**src/rtl/bbs_pkg.sv**
```systemverilog
// bbs_pkg: shared types and constants for the bouncing ball box step block.
// Register map, op codes, word layouts, reset values and the multiplier request.
// No dependencies.
package bbs_pkg;

   localparam int CSR_ADDR_W = 3;
   localparam int CSR_DATA_W = 27;

   localparam int OP_W       = 2;
   localparam int LAUNCH_W   = 19;
   localparam int REQ_DATA_W = 40;

   localparam int POS_OUT_W  = 26;
   localparam int VEL_W      = 27;
   localparam int RSP_USED_W = 3 * POS_OUT_W + 3 * VEL_W + 2;
   localparam int RSP_DATA_W = 168;
   localparam int RSP_PAD_W  = RSP_DATA_W - RSP_USED_W;

   localparam int MUL_A_W = 27;
   localparam int MUL_B_W = 17;

   localparam logic signed [VEL_W-1:0] VEL_LIMIT = 27'sd33554432;
   localparam int DROP_HEIGHT = 5;

   localparam logic [CSR_ADDR_W-1:0] REG_GRAVITY  = 3'd0;
   localparam logic [CSR_ADDR_W-1:0] REG_STEP     = 3'd1;
   localparam logic [CSR_ADDR_W-1:0] REG_BOUNCE   = 3'd2;
   localparam logic [CSR_ADDR_W-1:0] REG_BOX      = 3'd3;
   localparam logic [CSR_ADDR_W-1:0] REG_RADIUS   = 3'd4;
   localparam logic [CSR_ADDR_W-1:0] REG_REST     = 3'd5;
   localparam logic [CSR_ADDR_W-1:0] REG_LAUNCH   = 3'd6;

   localparam logic [OP_W-1:0] OP_TICK     = 2'd0;
   localparam logic [OP_W-1:0] OP_TOGGLE   = 2'd1;
   localparam logic [OP_W-1:0] OP_RELAUNCH = 2'd2;

   localparam logic signed [26:0] RST_GRAVITY = -27'sd642253;
   localparam logic [16:0] RST_STEP   = 17'd1049;
   localparam logic [16:0] RST_BOUNCE = 17'd49152;
   localparam logic [25:0] RST_BOX    = 26'd6553600;
   localparam logic [24:0] RST_RADIUS = 25'd262144;
   localparam logic [25:0] RST_REST   = 26'd65536;
   localparam logic [25:0] RST_LAUNCH = 26'd1310720;

   typedef struct packed {
      logic signed [26:0] gravity_accel;
      logic [16:0]        time_step;
      logic [16:0]        bounce_factor;
      logic [25:0]        box_size;
      logic [24:0]        ball_radius;
      logic [25:0]        rest_speed;
      logic [25:0]        launch_speed;
   } cfg_type;

   localparam cfg_type CFG_RESET = '{
      gravity_accel: RST_GRAVITY,
      time_step:     RST_STEP,
      bounce_factor: RST_BOUNCE,
      box_size:      RST_BOX,
      ball_radius:   RST_RADIUS,
      rest_speed:    RST_REST,
      launch_speed:  RST_LAUNCH
   };

   typedef struct packed {
      logic                      start;
      logic signed [MUL_A_W-1:0] a;
      logic [MUL_B_W-1:0]        b;
   } mul_req_type;

endpackage

```
**src/rtl/bbs_csr.sv**
```systemverilog
// bbs_csr: configuration register file of the bouncing ball box step block.
// Write-only, one register per index. Depends on bbs_pkg.
module bbs_csr (
   input  logic                            clock,
   input  logic                            reset,
   input  logic                            csr_we,
   input  logic [bbs_pkg::CSR_ADDR_W-1:0]  csr_addr,
   input  logic [bbs_pkg::CSR_DATA_W-1:0]  csr_wdata,
   output bbs_pkg::cfg_type                cfg
);
   import bbs_pkg::*;

   cfg_type cfg_ff, cfg_in;

   always_comb begin
      cfg_in = cfg_ff;
      if (csr_we) begin
         case (csr_addr)
            REG_GRAVITY: begin
               cfg_in.gravity_accel = signed'(csr_wdata[26:0]);
            end
            REG_STEP: begin
               cfg_in.time_step = csr_wdata[16:0];
            end
            REG_BOUNCE: begin
               cfg_in.bounce_factor = csr_wdata[16:0];
            end
            REG_BOX: begin
               cfg_in.box_size = csr_wdata[25:0];
            end
            REG_RADIUS: begin
               cfg_in.ball_radius = csr_wdata[24:0];
            end
            REG_REST: begin
               cfg_in.rest_speed = csr_wdata[25:0];
            end
            REG_LAUNCH: begin
               cfg_in.launch_speed = csr_wdata[25:0];
            end
            default: begin
            end
         endcase
      end
   end

   always_ff @(posedge clock) begin
      if (reset) begin
         cfg_ff <= CFG_RESET;
      end else begin
         cfg_ff <= cfg_in;
      end
   end

   assign cfg = cfg_ff;

endmodule

```
**src/rtl/bbs_mul.sv**
```systemverilog
// bbs_mul: bit-serial signed x unsigned fixed point multiplier, one multiplier
// bit per cycle, result rounded half away from zero and scaled down. Depends on bbs_pkg.
module bbs_mul #(
   parameter int FRAC_BITS = 16,
   localparam int PROD_W = bbs_pkg::MUL_A_W + bbs_pkg::MUL_B_W + 1 - FRAC_BITS
) (
   input  logic                     clock,
   input  logic                     reset,
   input  bbs_pkg::mul_req_type     req,
   output logic                     done,
   output logic signed [PROD_W-1:0] prod
);
   import bbs_pkg::*;

   localparam int ACC_W = MUL_A_W + MUL_B_W + 1;
   localparam int HI_W  = MUL_A_W + 1;
   localparam int CNT_W = $clog2(MUL_B_W);
   localparam logic [ACC_W-1:0] HALF = ACC_W'(1) << (FRAC_BITS - 1);

   typedef enum logic [1:0] {M_IDLE, M_SHIFT, M_ROUND, M_SIGN} state_type;

   state_type                 state_ff, state_in;
   logic [ACC_W-1:0]          acc_ff, acc_in;
   logic [MUL_A_W-1:0]        amag_ff, amag_in;
   logic                      neg_ff, neg_in;
   logic [CNT_W-1:0]          cnt_ff, cnt_in;
   logic                      done_ff, done_in;
   logic signed [PROD_W-1:0]  prod_ff, prod_in;
   logic [HI_W-1:0]           hi_sum;
   logic signed [PROD_W-1:0]  mag;

   always_comb begin
      state_in = state_ff;
      acc_in   = acc_ff;
      amag_in  = amag_ff;
      neg_in   = neg_ff;
      cnt_in   = cnt_ff;
      done_in  = 1'b0;
      prod_in  = prod_ff;
      hi_sum   = acc_ff[ACC_W-1:MUL_B_W] + (acc_ff[0] ? {1'b0, amag_ff} : HI_W'(0));
      mag      = signed'(acc_ff[ACC_W-1:FRAC_BITS]);
      case (state_ff)
         M_IDLE: begin
            if (req.start) begin
               amag_in  = req.a[MUL_A_W-1] ? MUL_A_W'(-req.a) : MUL_A_W'(req.a);
               neg_in   = req.a[MUL_A_W-1];
               acc_in   = {HI_W'(0), req.b};
               cnt_in   = '0;
               state_in = M_SHIFT;
            end
         end
         M_SHIFT: begin
            acc_in = {hi_sum, acc_ff[MUL_B_W-1:0]} >> 1;
            cnt_in = cnt_ff + CNT_W'(1);
            if (cnt_ff == CNT_W'(MUL_B_W - 1)) begin
               state_in = M_ROUND;
            end
         end
         M_ROUND: begin
            acc_in   = acc_ff + HALF;
            state_in = M_SIGN;
         end
         M_SIGN: begin
            prod_in  = neg_ff ? -mag : mag;
            done_in  = 1'b1;
            state_in = M_IDLE;
         end
         default: begin
            state_in = M_IDLE;
         end
      endcase
   end

   always_ff @(posedge clock) begin
      if (reset) begin
         state_ff <= M_IDLE;
         done_ff  <= 1'b0;
      end else begin
         state_ff <= state_in;
         done_ff  <= done_in;
      end
      acc_ff  <= acc_in;
      amag_ff <= amag_in;
      neg_ff  <= neg_in;
      cnt_ff  <= cnt_in;
      prod_ff <= prod_in;
   end

   assign done = done_ff;
   assign prod = prod_ff;

endmodule

```
**src/rtl/bouncing_ball_box_step.sv**
```systemverilog
// Bouncing ball box step: one ball in a cube, signed fixed point with FRAC_BITS fraction
// bits. A toggle, a relaunch, a tick of a stopped ball or an unused op goes straight to
// the done state. A tick of a running ball runs four products (gravity and three moves)
// and one more per wall hit that bounces, through a single bit-serial multiplier, and
// checks the walls one by one.
// The next word is taken once the previous one has been handed to the output register.
// Depends on bbs_pkg, bbs_csr and bbs_mul.
module bouncing_ball_box_step #(
   parameter int FRAC_BITS = 16,
   parameter int WORD_BITS = 32
) (
   input  logic                            clock,
   input  logic                            reset,
   input  logic                            req_tvalid,
   output logic                            req_tready,
   // launch_vx [18:0], launch_vy [37:19], zero fill
   input  logic [bbs_pkg::REQ_DATA_W-1:0]  req_tdata,
   // op [1:0]
   input  logic [bbs_pkg::OP_W-1:0]        req_tuser,
   output logic                            rsp_tvalid,
   input  logic                            rsp_tready,
   // ball_x, ball_y, ball_z, speed_x, speed_y, speed_z, running, came_to_rest, zero fill
   output logic [bbs_pkg::RSP_DATA_W-1:0]  rsp_tdata,
   input  logic                            csr_we,
   input  logic [bbs_pkg::CSR_ADDR_W-1:0]  csr_addr,
   input  logic [bbs_pkg::CSR_DATA_W-1:0]  csr_wdata
);
   import bbs_pkg::*;

   localparam int POS_W  = (WORD_BITS > 28) ? WORD_BITS : 28;
   localparam int PROD_W = MUL_A_W + MUL_B_W + 1 - FRAC_BITS;
   localparam int VSUM_W = ((VEL_W > PROD_W) ? VEL_W : PROD_W) + 1;
   localparam int PSUM_W = ((POS_W > PROD_W) ? POS_W : PROD_W) + 1;
   localparam int CMP_W  = POS_W + 2;
   localparam logic signed [PSUM_W-1:0] POS_HI =
      {{(PSUM_W - WORD_BITS + 1){1'b0}}, {(WORD_BITS - 1){1'b1}}};
   localparam logic signed [PSUM_W-1:0] POS_LO = ~POS_HI;
   localparam logic signed [POS_W-1:0] RST_HALF = signed'(POS_W'(RST_BOX >> 1));
   localparam logic signed [POS_W-1:0] RST_POS_Z =
      signed'(POS_W'(RST_RADIUS) + (POS_W'(DROP_HEIGHT) << FRAC_BITS));

   localparam logic [1:0] AXIS_X = 2'd0;
   localparam logic [1:0] AXIS_Y = 2'd1;
   localparam logic [1:0] AXIS_Z = 2'd2;

   // odd codes are upper walls
   localparam logic [2:0] WALL_FLOOR = 3'd0;
   localparam logic [2:0] WALL_CEIL  = 3'd1;
   localparam logic [2:0] WALL_X_LO  = 3'd2;
   localparam logic [2:0] WALL_X_HI  = 3'd3;
   localparam logic [2:0] WALL_Y_LO  = 3'd4;
   localparam logic [2:0] WALL_Y_HI  = 3'd5;

   typedef enum logic [2:0] {
      ST_IDLE, ST_GRAV_GO, ST_GRAV_WAIT, ST_MOVE_GO, ST_MOVE_WAIT, ST_WALL, ST_REFL_WAIT,
      ST_DONE
   } state_type;

   function automatic logic [1:0] wall_axis(input logic [2:0] w);
      case (w)
         WALL_FLOOR, WALL_CEIL: wall_axis = AXIS_Z;
         WALL_X_LO, WALL_X_HI:  wall_axis = AXIS_X;
         default:               wall_axis = AXIS_Y;
      endcase
   endfunction

   function automatic logic signed [VEL_W-1:0] sat_vel(input logic signed [VSUM_W-1:0] v);
      if (v > VSUM_W'(VEL_LIMIT)) begin
         sat_vel = VEL_LIMIT;
      end else if (v < -VSUM_W'(VEL_LIMIT)) begin
         sat_vel = -VEL_LIMIT;
      end else begin
         sat_vel = VEL_W'(v);
      end
   endfunction

   function automatic logic signed [VEL_W-1:0] sat_launch(input logic [25:0] s);
      if ({1'b0, s} > VEL_LIMIT) begin
         sat_launch = VEL_LIMIT;
      end else begin
         sat_launch = signed'({1'b0, s});
      end
   endfunction

   function automatic logic signed [POS_W-1:0] sat_pos(input logic signed [PSUM_W-1:0] v);
      if (v > POS_HI) begin
         sat_pos = POS_W'(POS_HI);
      end else if (v < POS_LO) begin
         sat_pos = POS_W'(POS_LO);
      end else begin
         sat_pos = POS_W'(v);
      end
   endfunction

   function automatic logic [POS_OUT_W-1:0] out_pos(input logic signed [POS_W-1:0] p);
      if (p[POS_W-1]) begin
         out_pos = '0;
      end else if (|p[POS_W-2:POS_OUT_W]) begin
         out_pos = '1;
      end else begin
         out_pos = p[POS_OUT_W-1:0];
      end
   endfunction

   cfg_type                   cfg;
   mul_req_type               mul_req;
   logic                      mul_done;
   logic signed [PROD_W-1:0]  mul_p;

   state_type                 state_ff, state_in;
   logic [2:0]                wall_ff, wall_in;
   logic [1:0]                axis_ff, axis_in;
   logic signed [POS_W-1:0]   pos_ff [3];
   logic signed [POS_W-1:0]   pos_in [3];
   logic signed [VEL_W-1:0]   vel_ff [3];
   logic signed [VEL_W-1:0]   vel_in [3];
   logic                      run_ff, run_in;
   logic                      rest_ff, rest_in;
   logic                      rsp_valid_ff, rsp_valid_in;
   logic [RSP_DATA_W-1:0]     rsp_data_ff, rsp_data_in;

   logic signed [POS_W-1:0]   pos_cur;
   logic signed [VEL_W-1:0]   vel_cur;
   logic signed [CMP_W-1:0]   pos_cmp, rad_cmp, box_cmp;
   logic                      lo_hit, hi_hit, wall_hit;
   logic [26:0]               top_diff;
   logic signed [POS_W-1:0]   top_pos, rad_pos, half_box;
   logic [VEL_W-1:0]          vz_abs;
   logic                      vz_slow;
   logic                      wall_last;
   logic [2:0]                wall_nxt;

   bbs_csr u_csr (
      .clock     (clock),
      .reset     (reset),
      .csr_we    (csr_we),
      .csr_addr  (csr_addr),
      .csr_wdata (csr_wdata),
      .cfg       (cfg)
   );

   bbs_mul #(
      .FRAC_BITS (FRAC_BITS)
   ) u_mul (
      .clock (clock),
      .reset (reset),
      .req   (mul_req),
      .done  (mul_done),
      .prod  (mul_p)
   );

   always_comb begin
      pos_cur   = pos_ff[axis_ff];
      vel_cur   = vel_ff[axis_ff];
      pos_cmp   = CMP_W'(pos_cur);
      rad_cmp   = signed'(CMP_W'(cfg.ball_radius));
      box_cmp   = signed'(CMP_W'(cfg.box_size));
      lo_hit    = pos_cmp < rad_cmp;
      hi_hit    = (pos_cmp + rad_cmp) > box_cmp;
      wall_hit  = wall_ff[0] ? hi_hit : lo_hit;
      top_diff  = {1'b0, cfg.box_size} - 27'(cfg.ball_radius);
      top_pos   = top_diff[26] ? '0 : signed'(POS_W'(top_diff[25:0]));
      rad_pos   = signed'(POS_W'(cfg.ball_radius));
      half_box  = signed'(POS_W'(cfg.box_size >> 1));
      vz_abs    = vel_ff[AXIS_Z][VEL_W-1] ? VEL_W'(-vel_ff[AXIS_Z]) : VEL_W'(vel_ff[AXIS_Z]);
      vz_slow   = vz_abs < VEL_W'(cfg.rest_speed);
      wall_last = wall_ff == WALL_Y_HI;
      wall_nxt  = wall_ff + 3'd1;
   end

   always_comb begin
      state_in     = state_ff;
      wall_in      = wall_ff;
      axis_in      = axis_ff;
      pos_in       = pos_ff;
      vel_in       = vel_ff;
      run_in       = run_ff;
      rest_in      = rest_ff;
      rsp_valid_in = rsp_valid_ff & ~rsp_tready;
      rsp_data_in  = rsp_data_ff;
      mul_req.start = 1'b0;
      mul_req.a     = vel_cur;
      mul_req.b     = cfg.time_step;
      case (state_ff)
         ST_IDLE: begin
            if (req_tvalid) begin
               rest_in  = 1'b0;
               state_in = ST_DONE;
               case (req_tuser)
                  OP_TICK: begin
                     if (run_ff) begin
                        state_in = ST_GRAV_GO;
                     end
                  end
                  OP_TOGGLE: begin
                     run_in = ~run_ff;
                  end
                  OP_RELAUNCH: begin
                     pos_in[AXIS_X] = half_box;
                     pos_in[AXIS_Y] = half_box;
                     pos_in[AXIS_Z] = rad_pos + (POS_W'(DROP_HEIGHT) << FRAC_BITS);
                     vel_in[AXIS_X] = VEL_W'(signed'(req_tdata[LAUNCH_W-1:0]));
                     vel_in[AXIS_Y] = VEL_W'(signed'(req_tdata[2*LAUNCH_W-1:LAUNCH_W]));
                     vel_in[AXIS_Z] = sat_launch(cfg.launch_speed);
                     run_in         = 1'b0;
                  end
                  default: begin
                  end
               endcase
            end
         end
         ST_GRAV_GO: begin
            mul_req.start = 1'b1;
            mul_req.a     = cfg.gravity_accel;
            state_in      = ST_GRAV_WAIT;
         end
         ST_GRAV_WAIT: begin
            if (mul_done) begin
               vel_in[AXIS_Z] = sat_vel(VSUM_W'(vel_ff[AXIS_Z]) + VSUM_W'(mul_p));
               axis_in        = AXIS_X;
               state_in       = ST_MOVE_GO;
            end
         end
         ST_MOVE_GO: begin
            mul_req.start = 1'b1;
            state_in      = ST_MOVE_WAIT;
         end
         ST_MOVE_WAIT: begin
            if (mul_done) begin
               pos_in[axis_ff] = sat_pos(PSUM_W'(pos_cur) + PSUM_W'(mul_p));
               if (axis_ff == AXIS_Z) begin
                  wall_in  = WALL_FLOOR;
                  state_in = ST_WALL;
               end else begin
                  axis_in  = axis_ff + 2'd1;
                  state_in = ST_MOVE_GO;
               end
            end
         end
         ST_WALL: begin
            if (wall_hit) begin
               pos_in[axis_ff] = wall_ff[0] ? top_pos : rad_pos;
               if (wall_ff == WALL_FLOOR && vz_slow) begin
                  vel_in[AXIS_X] = '0;
                  vel_in[AXIS_Y] = '0;
                  vel_in[AXIS_Z] = '0;
                  run_in         = 1'b0;
                  rest_in        = 1'b1;
                  state_in       = ST_DONE;
               end else begin
                  mul_req.start = 1'b1;
                  mul_req.b     = cfg.bounce_factor;
                  state_in      = ST_REFL_WAIT;
               end
            end else if (wall_last) begin
               state_in = ST_DONE;
            end else begin
               wall_in = wall_nxt;
               axis_in = wall_axis(wall_nxt);
            end
         end
         ST_REFL_WAIT: begin
            if (mul_done) begin
               vel_in[axis_ff] = sat_vel(-(VSUM_W'(mul_p)));
               if (wall_last) begin
                  state_in = ST_DONE;
               end else begin
                  wall_in  = wall_nxt;
                  axis_in  = wall_axis(wall_nxt);
                  state_in = ST_WALL;
               end
            end
         end
         ST_DONE: begin
            if (!rsp_valid_ff || rsp_tready) begin
               rsp_data_in = {RSP_PAD_W'(0), rest_ff, run_ff,
                              vel_ff[AXIS_Z], vel_ff[AXIS_Y], vel_ff[AXIS_X],
                              out_pos(pos_ff[AXIS_Z]), out_pos(pos_ff[AXIS_Y]),
                              out_pos(pos_ff[AXIS_X])};
               rsp_valid_in = 1'b1;
               state_in     = ST_IDLE;
            end
         end
         default: begin
            state_in = ST_IDLE;
         end
      endcase
   end

   always_ff @(posedge clock) begin
      if (reset) begin
         state_ff       <= ST_IDLE;
         wall_ff        <= WALL_FLOOR;
         axis_ff        <= AXIS_X;
         pos_ff[AXIS_X] <= RST_HALF;
         pos_ff[AXIS_Y] <= RST_HALF;
         pos_ff[AXIS_Z] <= RST_POS_Z;
         vel_ff[AXIS_X] <= '0;
         vel_ff[AXIS_Y] <= '0;
         vel_ff[AXIS_Z] <= sat_launch(RST_LAUNCH);
         run_ff         <= 1'b0;
         rest_ff        <= 1'b0;
         rsp_valid_ff   <= 1'b0;
      end else begin
         state_ff     <= state_in;
         wall_ff      <= wall_in;
         axis_ff      <= axis_in;
         pos_ff       <= pos_in;
         vel_ff       <= vel_in;
         run_ff       <= run_in;
         rest_ff      <= rest_in;
         rsp_valid_ff <= rsp_valid_in;
      end
      rsp_data_ff <= rsp_data_in;
   end

   assign req_tready = state_ff == ST_IDLE;
   assign rsp_tvalid = rsp_valid_ff;
   assign rsp_tdata  = rsp_data_ff;

endmodule

```
**config.mk**
```make
export PLATFORM = sky130hd
export DESIGN_NAME = bouncing_ball_box_step
export DESIGN_NICKNAME = d
export VERILOG_FILES = /design/src/rtl/bbs_pkg.sv /design/src/rtl/bbs_csr.sv /design/src/rtl/bbs_mul.sv /design/src/rtl/bouncing_ball_box_step.sv
export SDC_FILE = /design/constraint.sdc
export NUM_CORES = 2
export LEC_CHECK = 0
export ABC_AREA = 1
export BUFFER_PORTS_ARGS = -buffer_cell sky130_fd_sc_hd__buf_2
export CAP_MARGIN = 20
export CORE_AREA = 2 2 338 256
export CTS_BUF_LIST = sky130_fd_sc_hd__clkbuf_4
export DETAILED_ROUTE_END_ITERATION = 8
export DIE_AREA = 0 0 340 258
export PLACE_DENSITY = 0.7
export SETUP_SLACK_MARGIN = 0.4
export SYNTH_ARGS = -nofsm -noshare
export SYNTH_HDL_FRONTEND = slang
export SYNTH_HIERARCHICAL = 1
export SYNTH_SLANG_ARGS = --single-unit
export TNS_END_PERCENT = 30
```
**constraint.sdc**
```tcl
create_clock -name clock -period 18.32 [get_ports clock]
set_input_delay 1.832 -clock clock [delete_from_list [all_inputs] [get_ports clock]]
set_output_delay 1.832 -clock clock [all_outputs]
set_load 0.01 [all_outputs]
```
# [Word-level counts from Yosys, hierarchy flattened]
# Index checks and enable logic that the tools add are counted.
[word_totals] mem_bits_rw=0 mem_count=0 inputBits=77 romBits=0 latchBits=0 ff_bits=623 elab_cells=244
[op_classes] n_shift=0 bitwise=4 reduce_logical=44 addsub=14 n_div=0 n_mux=100 magnitude_cmp=12 n_mul=0 eq_ne=39
[ops] op="81-bit two-way mux" n=5
[ops] op="96-bit two-way mux" n=4
[ops] op="27-bit two-way mux" n=13
[ops] op="96-bit one-hot mux with 3 select lines" n=1
[ops] op="32-bit two-way mux" n=7
[ops] op="96-bit bitwise mux" n=2
[ops] op="26-bit two-way mux" n=7
[ops] op="54-bit one-hot mux with 3 select lines" n=1
[ops] op="45-bit one-hot mux with 3 select lines" n=1
[ops] op="27-bit one-hot mux with 4 select lines" n=1
[ops] op="81-bit bitwise mux" n=1
[ops] op="32-bit binary-select mux with 2-bit select" n=1
[ops] op="32-bit demux with 2-bit select" n=1
[ops] op="30-bit by 27-bit > comparator with 1-bit output, second input constant" n=2
[ops] op="30-bit by 26-bit less-than comparator with 1-bit output, second input constant" n=2
[ops] op="27-bit binary-select mux with 2-bit select" n=1
[ops] op="27-bit demux with 2-bit select" n=1
[ops] op="27-bit negation" n=2
[ops] op="17-bit two-way mux" n=3
[ops] op="45-bit by 16-bit adder with 45-bit output, second input constant" n=1
[ops] op="3-bit two-way mux" n=15
[ops] op="45-bit two-way mux" n=1
[ops] op="32-bit by 26-bit adder with 33-bit output" n=1
[ops] op="32-bit by 29-bit adder with 33-bit output" n=1
[ops] op="55 further kinds" n=138

# [Longest topological paths before layout]
[logic_depth] ltp_word=13 depth_mapped=41 mapped_depth_nobuf=38

# [By module]
# The synthesis kept the hierarchy.
[modules_own_cells] module="bouncing_ball_box_step" cells_each=4542 n_inst=1 seq_area_each_um2=8598.2 area_per_inst_um2=29514.6
[modules_own_cells] module="bbs_mul" cells_each=1170 n_inst=1 seq_area_each_um2=3273.1 area_per_inst_um2=8597.0
[modules_own_cells] module="bbs_csr" cells_each=904 n_inst=1 seq_area_each_um2=3283.1 area_per_inst_um2=6351.1

# [Least setup slack after synthesis]
# No wires, ideal clock.
[synth_timing] path_type="in2reg" startpoint="input port rsp_tready" endpoint="register rsp_data_ff[0] (netlist: rsp_tdata[0]), enable pin" t_arrival_ps=12725 stages=2 path_slack_ps=4716 n_path_buf=0 cell_sequence="nor2_1 -> nor3_1"
[synth_between] elab_chain_cells=2
[synth_lines] item="start: declaration" line="bouncing_ball_box_step.sv:21" text="input logic rsp_tready,"
[synth_lines] item="1-bit logical OR" line="bouncing_ball_box_step.sv:275" text="if (!rsp_valid_ff || rsp_tready) begin"
[synth_lines] item="2-bit AND reduction (no line)"
[synth_lines] item="end signal: assignment" line="bouncing_ball_box_step.sv:314" text="rsp_data_ff <= rsp_data_in;"
[synth_lines] item="end: declaration" line="bouncing_ball_box_step.sv:120" text="logic [RSP_DATA_W-1:0] rsp_data_ff, rsp_data_in;"
# Every way passes these cells.
# A chain may end at the register's enable or synchronous reset.

==> metrics <==
CP max-delay cell=dfxtp_2; sequential share of the synthesized area=34.1%; post-CTS setup buffer count=0; Fillers=8,380; Die Width=340 µm; GRT overflow=0; Routed WL per cell=23.4 µm; largest net degree at the start of global routing=93; CP Capture Type=flip-flop; Worst EP arrival=9.57 ns; Setup TNS Final=0 ns; clk slew on worst S/H paths=0.07 ns; placed cells=7,765; Avg Cell Area, Syn=6.72 µm²; initial antenna violation count=5; Most common cell on crit path=nand2_1; final WL=189,000 µm; core area=0.0848 mm²; io pins=247; H-tree Lvls=4; non-filler cells, final=8,071; Buf+Inv Stages, Crit Path=9; hold_sp=pos_ff[89]; Yosys top cell by area=edfxtp_1; Post-route DRC=0; worst hold path class=reg2reg; clock skew=0.0978 ns; status=complete, no violations; Synth Register Bits=623; synth top area cells=edfxtp_1, dfxtp_1, nand2_1; CP top delay family=buffers and inverters; Leak Pwr=22.4 nW; initial DRC count=7,682; Total Routing Usage GR=41.8%; clock sinks=623; nets@finish=7,109; reg2reg setup slack=9.54 ns; top cell type's share of synthesized area=18.1%; Post-synth EDFFs=268; WHS Path Cells=2; via count of the first global-routing pass=42,200; endpoints failing setup=0; critical-path maximum fanout=42; post-CTS sizing=0; CTS tree=built; Clock Tree Buf Depth=3; Worst R2R End=u_mul/acc_ff[33]; RePlAce Congestion=1.08; DR pass1 iterations=9; Crit path required time=19.11 ns; vias per cell=5.95; DR vias=48,000; Root Buffer=clkbuf_4; die height=258 µm; synthesis-to-layout area growth=9.10%; total of max-cap violations=0; Max stage delay on crit path=0.85 ns; register cell area after layout=0.0152 mm²; worst slew margin relative to its limit=20.3%; clock latency on the worst-skew pair=1.13 ns; Worst-Margin Slew=1.20 ns; remaining antenna violation count=0; Worst Setup Path Type=reg2reg; multi-input logic area=0.0253 mm²; Final min period=8.78 ns; final hold violations=0; ys async rst share=0%; met1 GRT Util=63.3%; Hold Path Sink=pos_ff[89]; hold_buf cts=0; CP Launch Type=flip-flop; number of port buffers=237; Mapped Area=0.0445 mm²; die area=0.0877 mm²; FMAX=114 MHz; first-pass GRT wire length=274,000 µm; met3 Resource Use GR=14.4%; Final Cycle Share=47.9%; R2R cell count=34; Initial Util=52.4%; met2 Resource Use GR=54.8%; Worst R2R Start=axis_ff[0]; RSZ-0062 raised after global routing=false; row count=93; Pwr Density=171 mW/mm²; Final Max Slew Viols=0; ys flop type=dfxtp_1; Syn. warnings=6; Peak supply drop=0.0933 mV; gr busiest metal=met1; layout cells sized above 1=10.1%; Final HPWL DP=144,000 µm; Num CTS Buffers=162; Mapped Cells=6,616; Yosys cell types=66
[cells by family (layout without fill, tap and decap cells)]
group                      after synthesis  in the layout  share of synthesized area, %
xor gates and xnor gates               192            192                          3.78
AOI/OAI and AO/OA                     1184           1184                          14.5
DFF                                    623            623                          34.1
adders and majority gates              241            241                          6.87
buffers and inverters                 1017           1316                          9.28
and+or+nand+nor                       3358           3358                          31.4
other                                    1             17                       0.00843
[final cells by class]
type | instances | area share (%)
multi-input cells | 4982 | 52.2
flip-flops and latches | 623 | 31.2
well taps | 1140 | 2.94
diodes | 10 | 0.0516
inverters | 720 | 5.59
clock inverters | 38 | 0.588
clock buffers | 256 | 3.96
repair buffers | 302 | 3.47
[synthesized netlist by cell type, types with 4 or more instances]
cell,n
clkinv_1,6
nor2_1,901
edfxtp_1,268
nand3_2,4
nor2_4,6
xor2_1,159
o21a_1,6
a22oi_1,13
clkbuf_1,159
nor3_2,6
a21oi_1,558
nor3_1,73
o211ai_1,22
a211oi_1,4
inv_1,698
o21ai_0,380
nor2_2,29
dfxtp_1,355
nand4_1,71
a22o_1,15
o2111ai_1,5
nand2_2,7
o21ai_1,45
or2_2,19
buf_1,27
ha_1,236
xnor2_1,33
a221oi_1,24
buf_4,30
buf_6,13
a21boi_0,12
buf_2,67
fa_1,5
nand2_1,1672
nand3b_1,10
o21bai_1,15
nand3_1,524
inv_2,15
nor4_1,15
a21o_1,24
a31oi_1,16
o22ai_1,29
and2_1,7
[flip-flops by register name, summed over array words and instances, names as in the netlist]
name	count
pos_ff	96
u_mul/cnt_ff	5
state_ff	3
u_mul/amag_ff	27
u_mul/prod	29
u_mul/done	1
axis_ff	2
rsp_tdata	161
u_mul/acc_ff	45
u_mul/neg_ff	1
rest_ff	1
u_mul/state_ff	2
run_ff	1
vel_ff	81
wall_ff	3
u_csr/cfg	164
rsp_tvalid	1
[worst reg2reg max path, delay by kind of cell, from the launching register on]
family,cells,cell delay [ns]
buffers and inverters,9,2.25
flip-flops,1,0.85
AND/OR/NAND/NOR,14,2.23
XOR/XNOR,1,0.16
adder cells (fa/ha/maj),2,0.77
AO/OA/AOI/OAI,8,2.20
[worst max-delay path by stage]
stage | depth (start not counted) | from | slack (ns) | to
final | 34 | axis_ff[0] | 9.54 | u_mul/acc_ff[33]
after global routing | 33 | axis_ff[0] | 9.38 | u_mul/acc_ff[44]
after CTS | 36 | axis_ff[0] | 9.71 | u_mul/acc_ff[7]
after detailed placement | 36 | axis_ff[0] | 9.71 | u_mul/acc_ff[6]
after global placement | 35 | axis_ff[0] | 9.82 | u_mul/acc_ff[6]
after floorplan | 2 | rsp_tready | 4.72 | rsp_tdata[0]
[power by group]
group          switching [mW]  leakage, nW  internal (mW)  total, mW
clock network           0.645         1.31          0.691       1.34
logic                    3.46         15.7           1.36       4.82
registers               0.309         5.40           1.81       2.12
[metal layers]
| metal | wire (µm) | vias to the layer above |
|---|---|---|
| met2 | 71200 | 3221 |
| met1 | 82400 | 22200 |
| met3 | 29700 | 377 |
| li1 | - | 22200 |
| met4 | 5510 | 0 |
| met5 | 0 | - |
[per-stage QoR]
step / setup WS [ns] / power, mW / utilization, % / cell area [µm²] / hold slack [ns]
floorplan: 4.72 / 5.20 / - / 44500 / 0.408
global placement: 9.82 / 6.66 / 54.5 / 46300 / 0.450
detailed placement: 9.71 / 6.70 / 54.5 / 46300 / 0.455
CTS: 9.71 / 8.05 / 57.1 / 48500 / 0.465
global route: 9.38 / 8.77 / 57.2 / 48500 / 0.483
finish: 9.54 / 8.28 / 57.2 / 48500 / 0.465
[placed cells by master, fill, tap and decap left out, types with 15 or more instances in the layout]
cell | synthesis | routed
buf_4 | 30 | 63
a21o_1 | 24 | 24
a221oi_1 | 24 | 24
inv_1 | 698 | 696
nand3_1 | 524 | 524
xnor2_1 | 33 | 33
xor2_1 | 159 | 159
a21oi_1 | 558 | 557
inv_2 | 15 | 17
dfxtp_1 | 355 | 354
nand2_1 | 1672 | 1671
clkbuf_4 | 0 | 256
buf_2 | 67 | 237
nor4_1 | 15 | 15
nor2_2 | 29 | 32
nor3_1 | 73 | 68
nand4_1 | 71 | 71
edfxtp_1 | 268 | 268
a31oi_1 | 16 | 16
ha_1 | 236 | 233
o21bai_1 | 15 | 15
nor2_1 | 901 | 894
clkinv_1 | 6 | 25
a22o_1 | 15 | 15
o21ai_0 | 380 | 379
o22ai_1 | 29 | 29
or2_2 | 19 | 19
o21ai_1 | 45 | 46
o211ai_1 | 22 | 22
No activity file was read; power rests on OpenSTA's default activity.
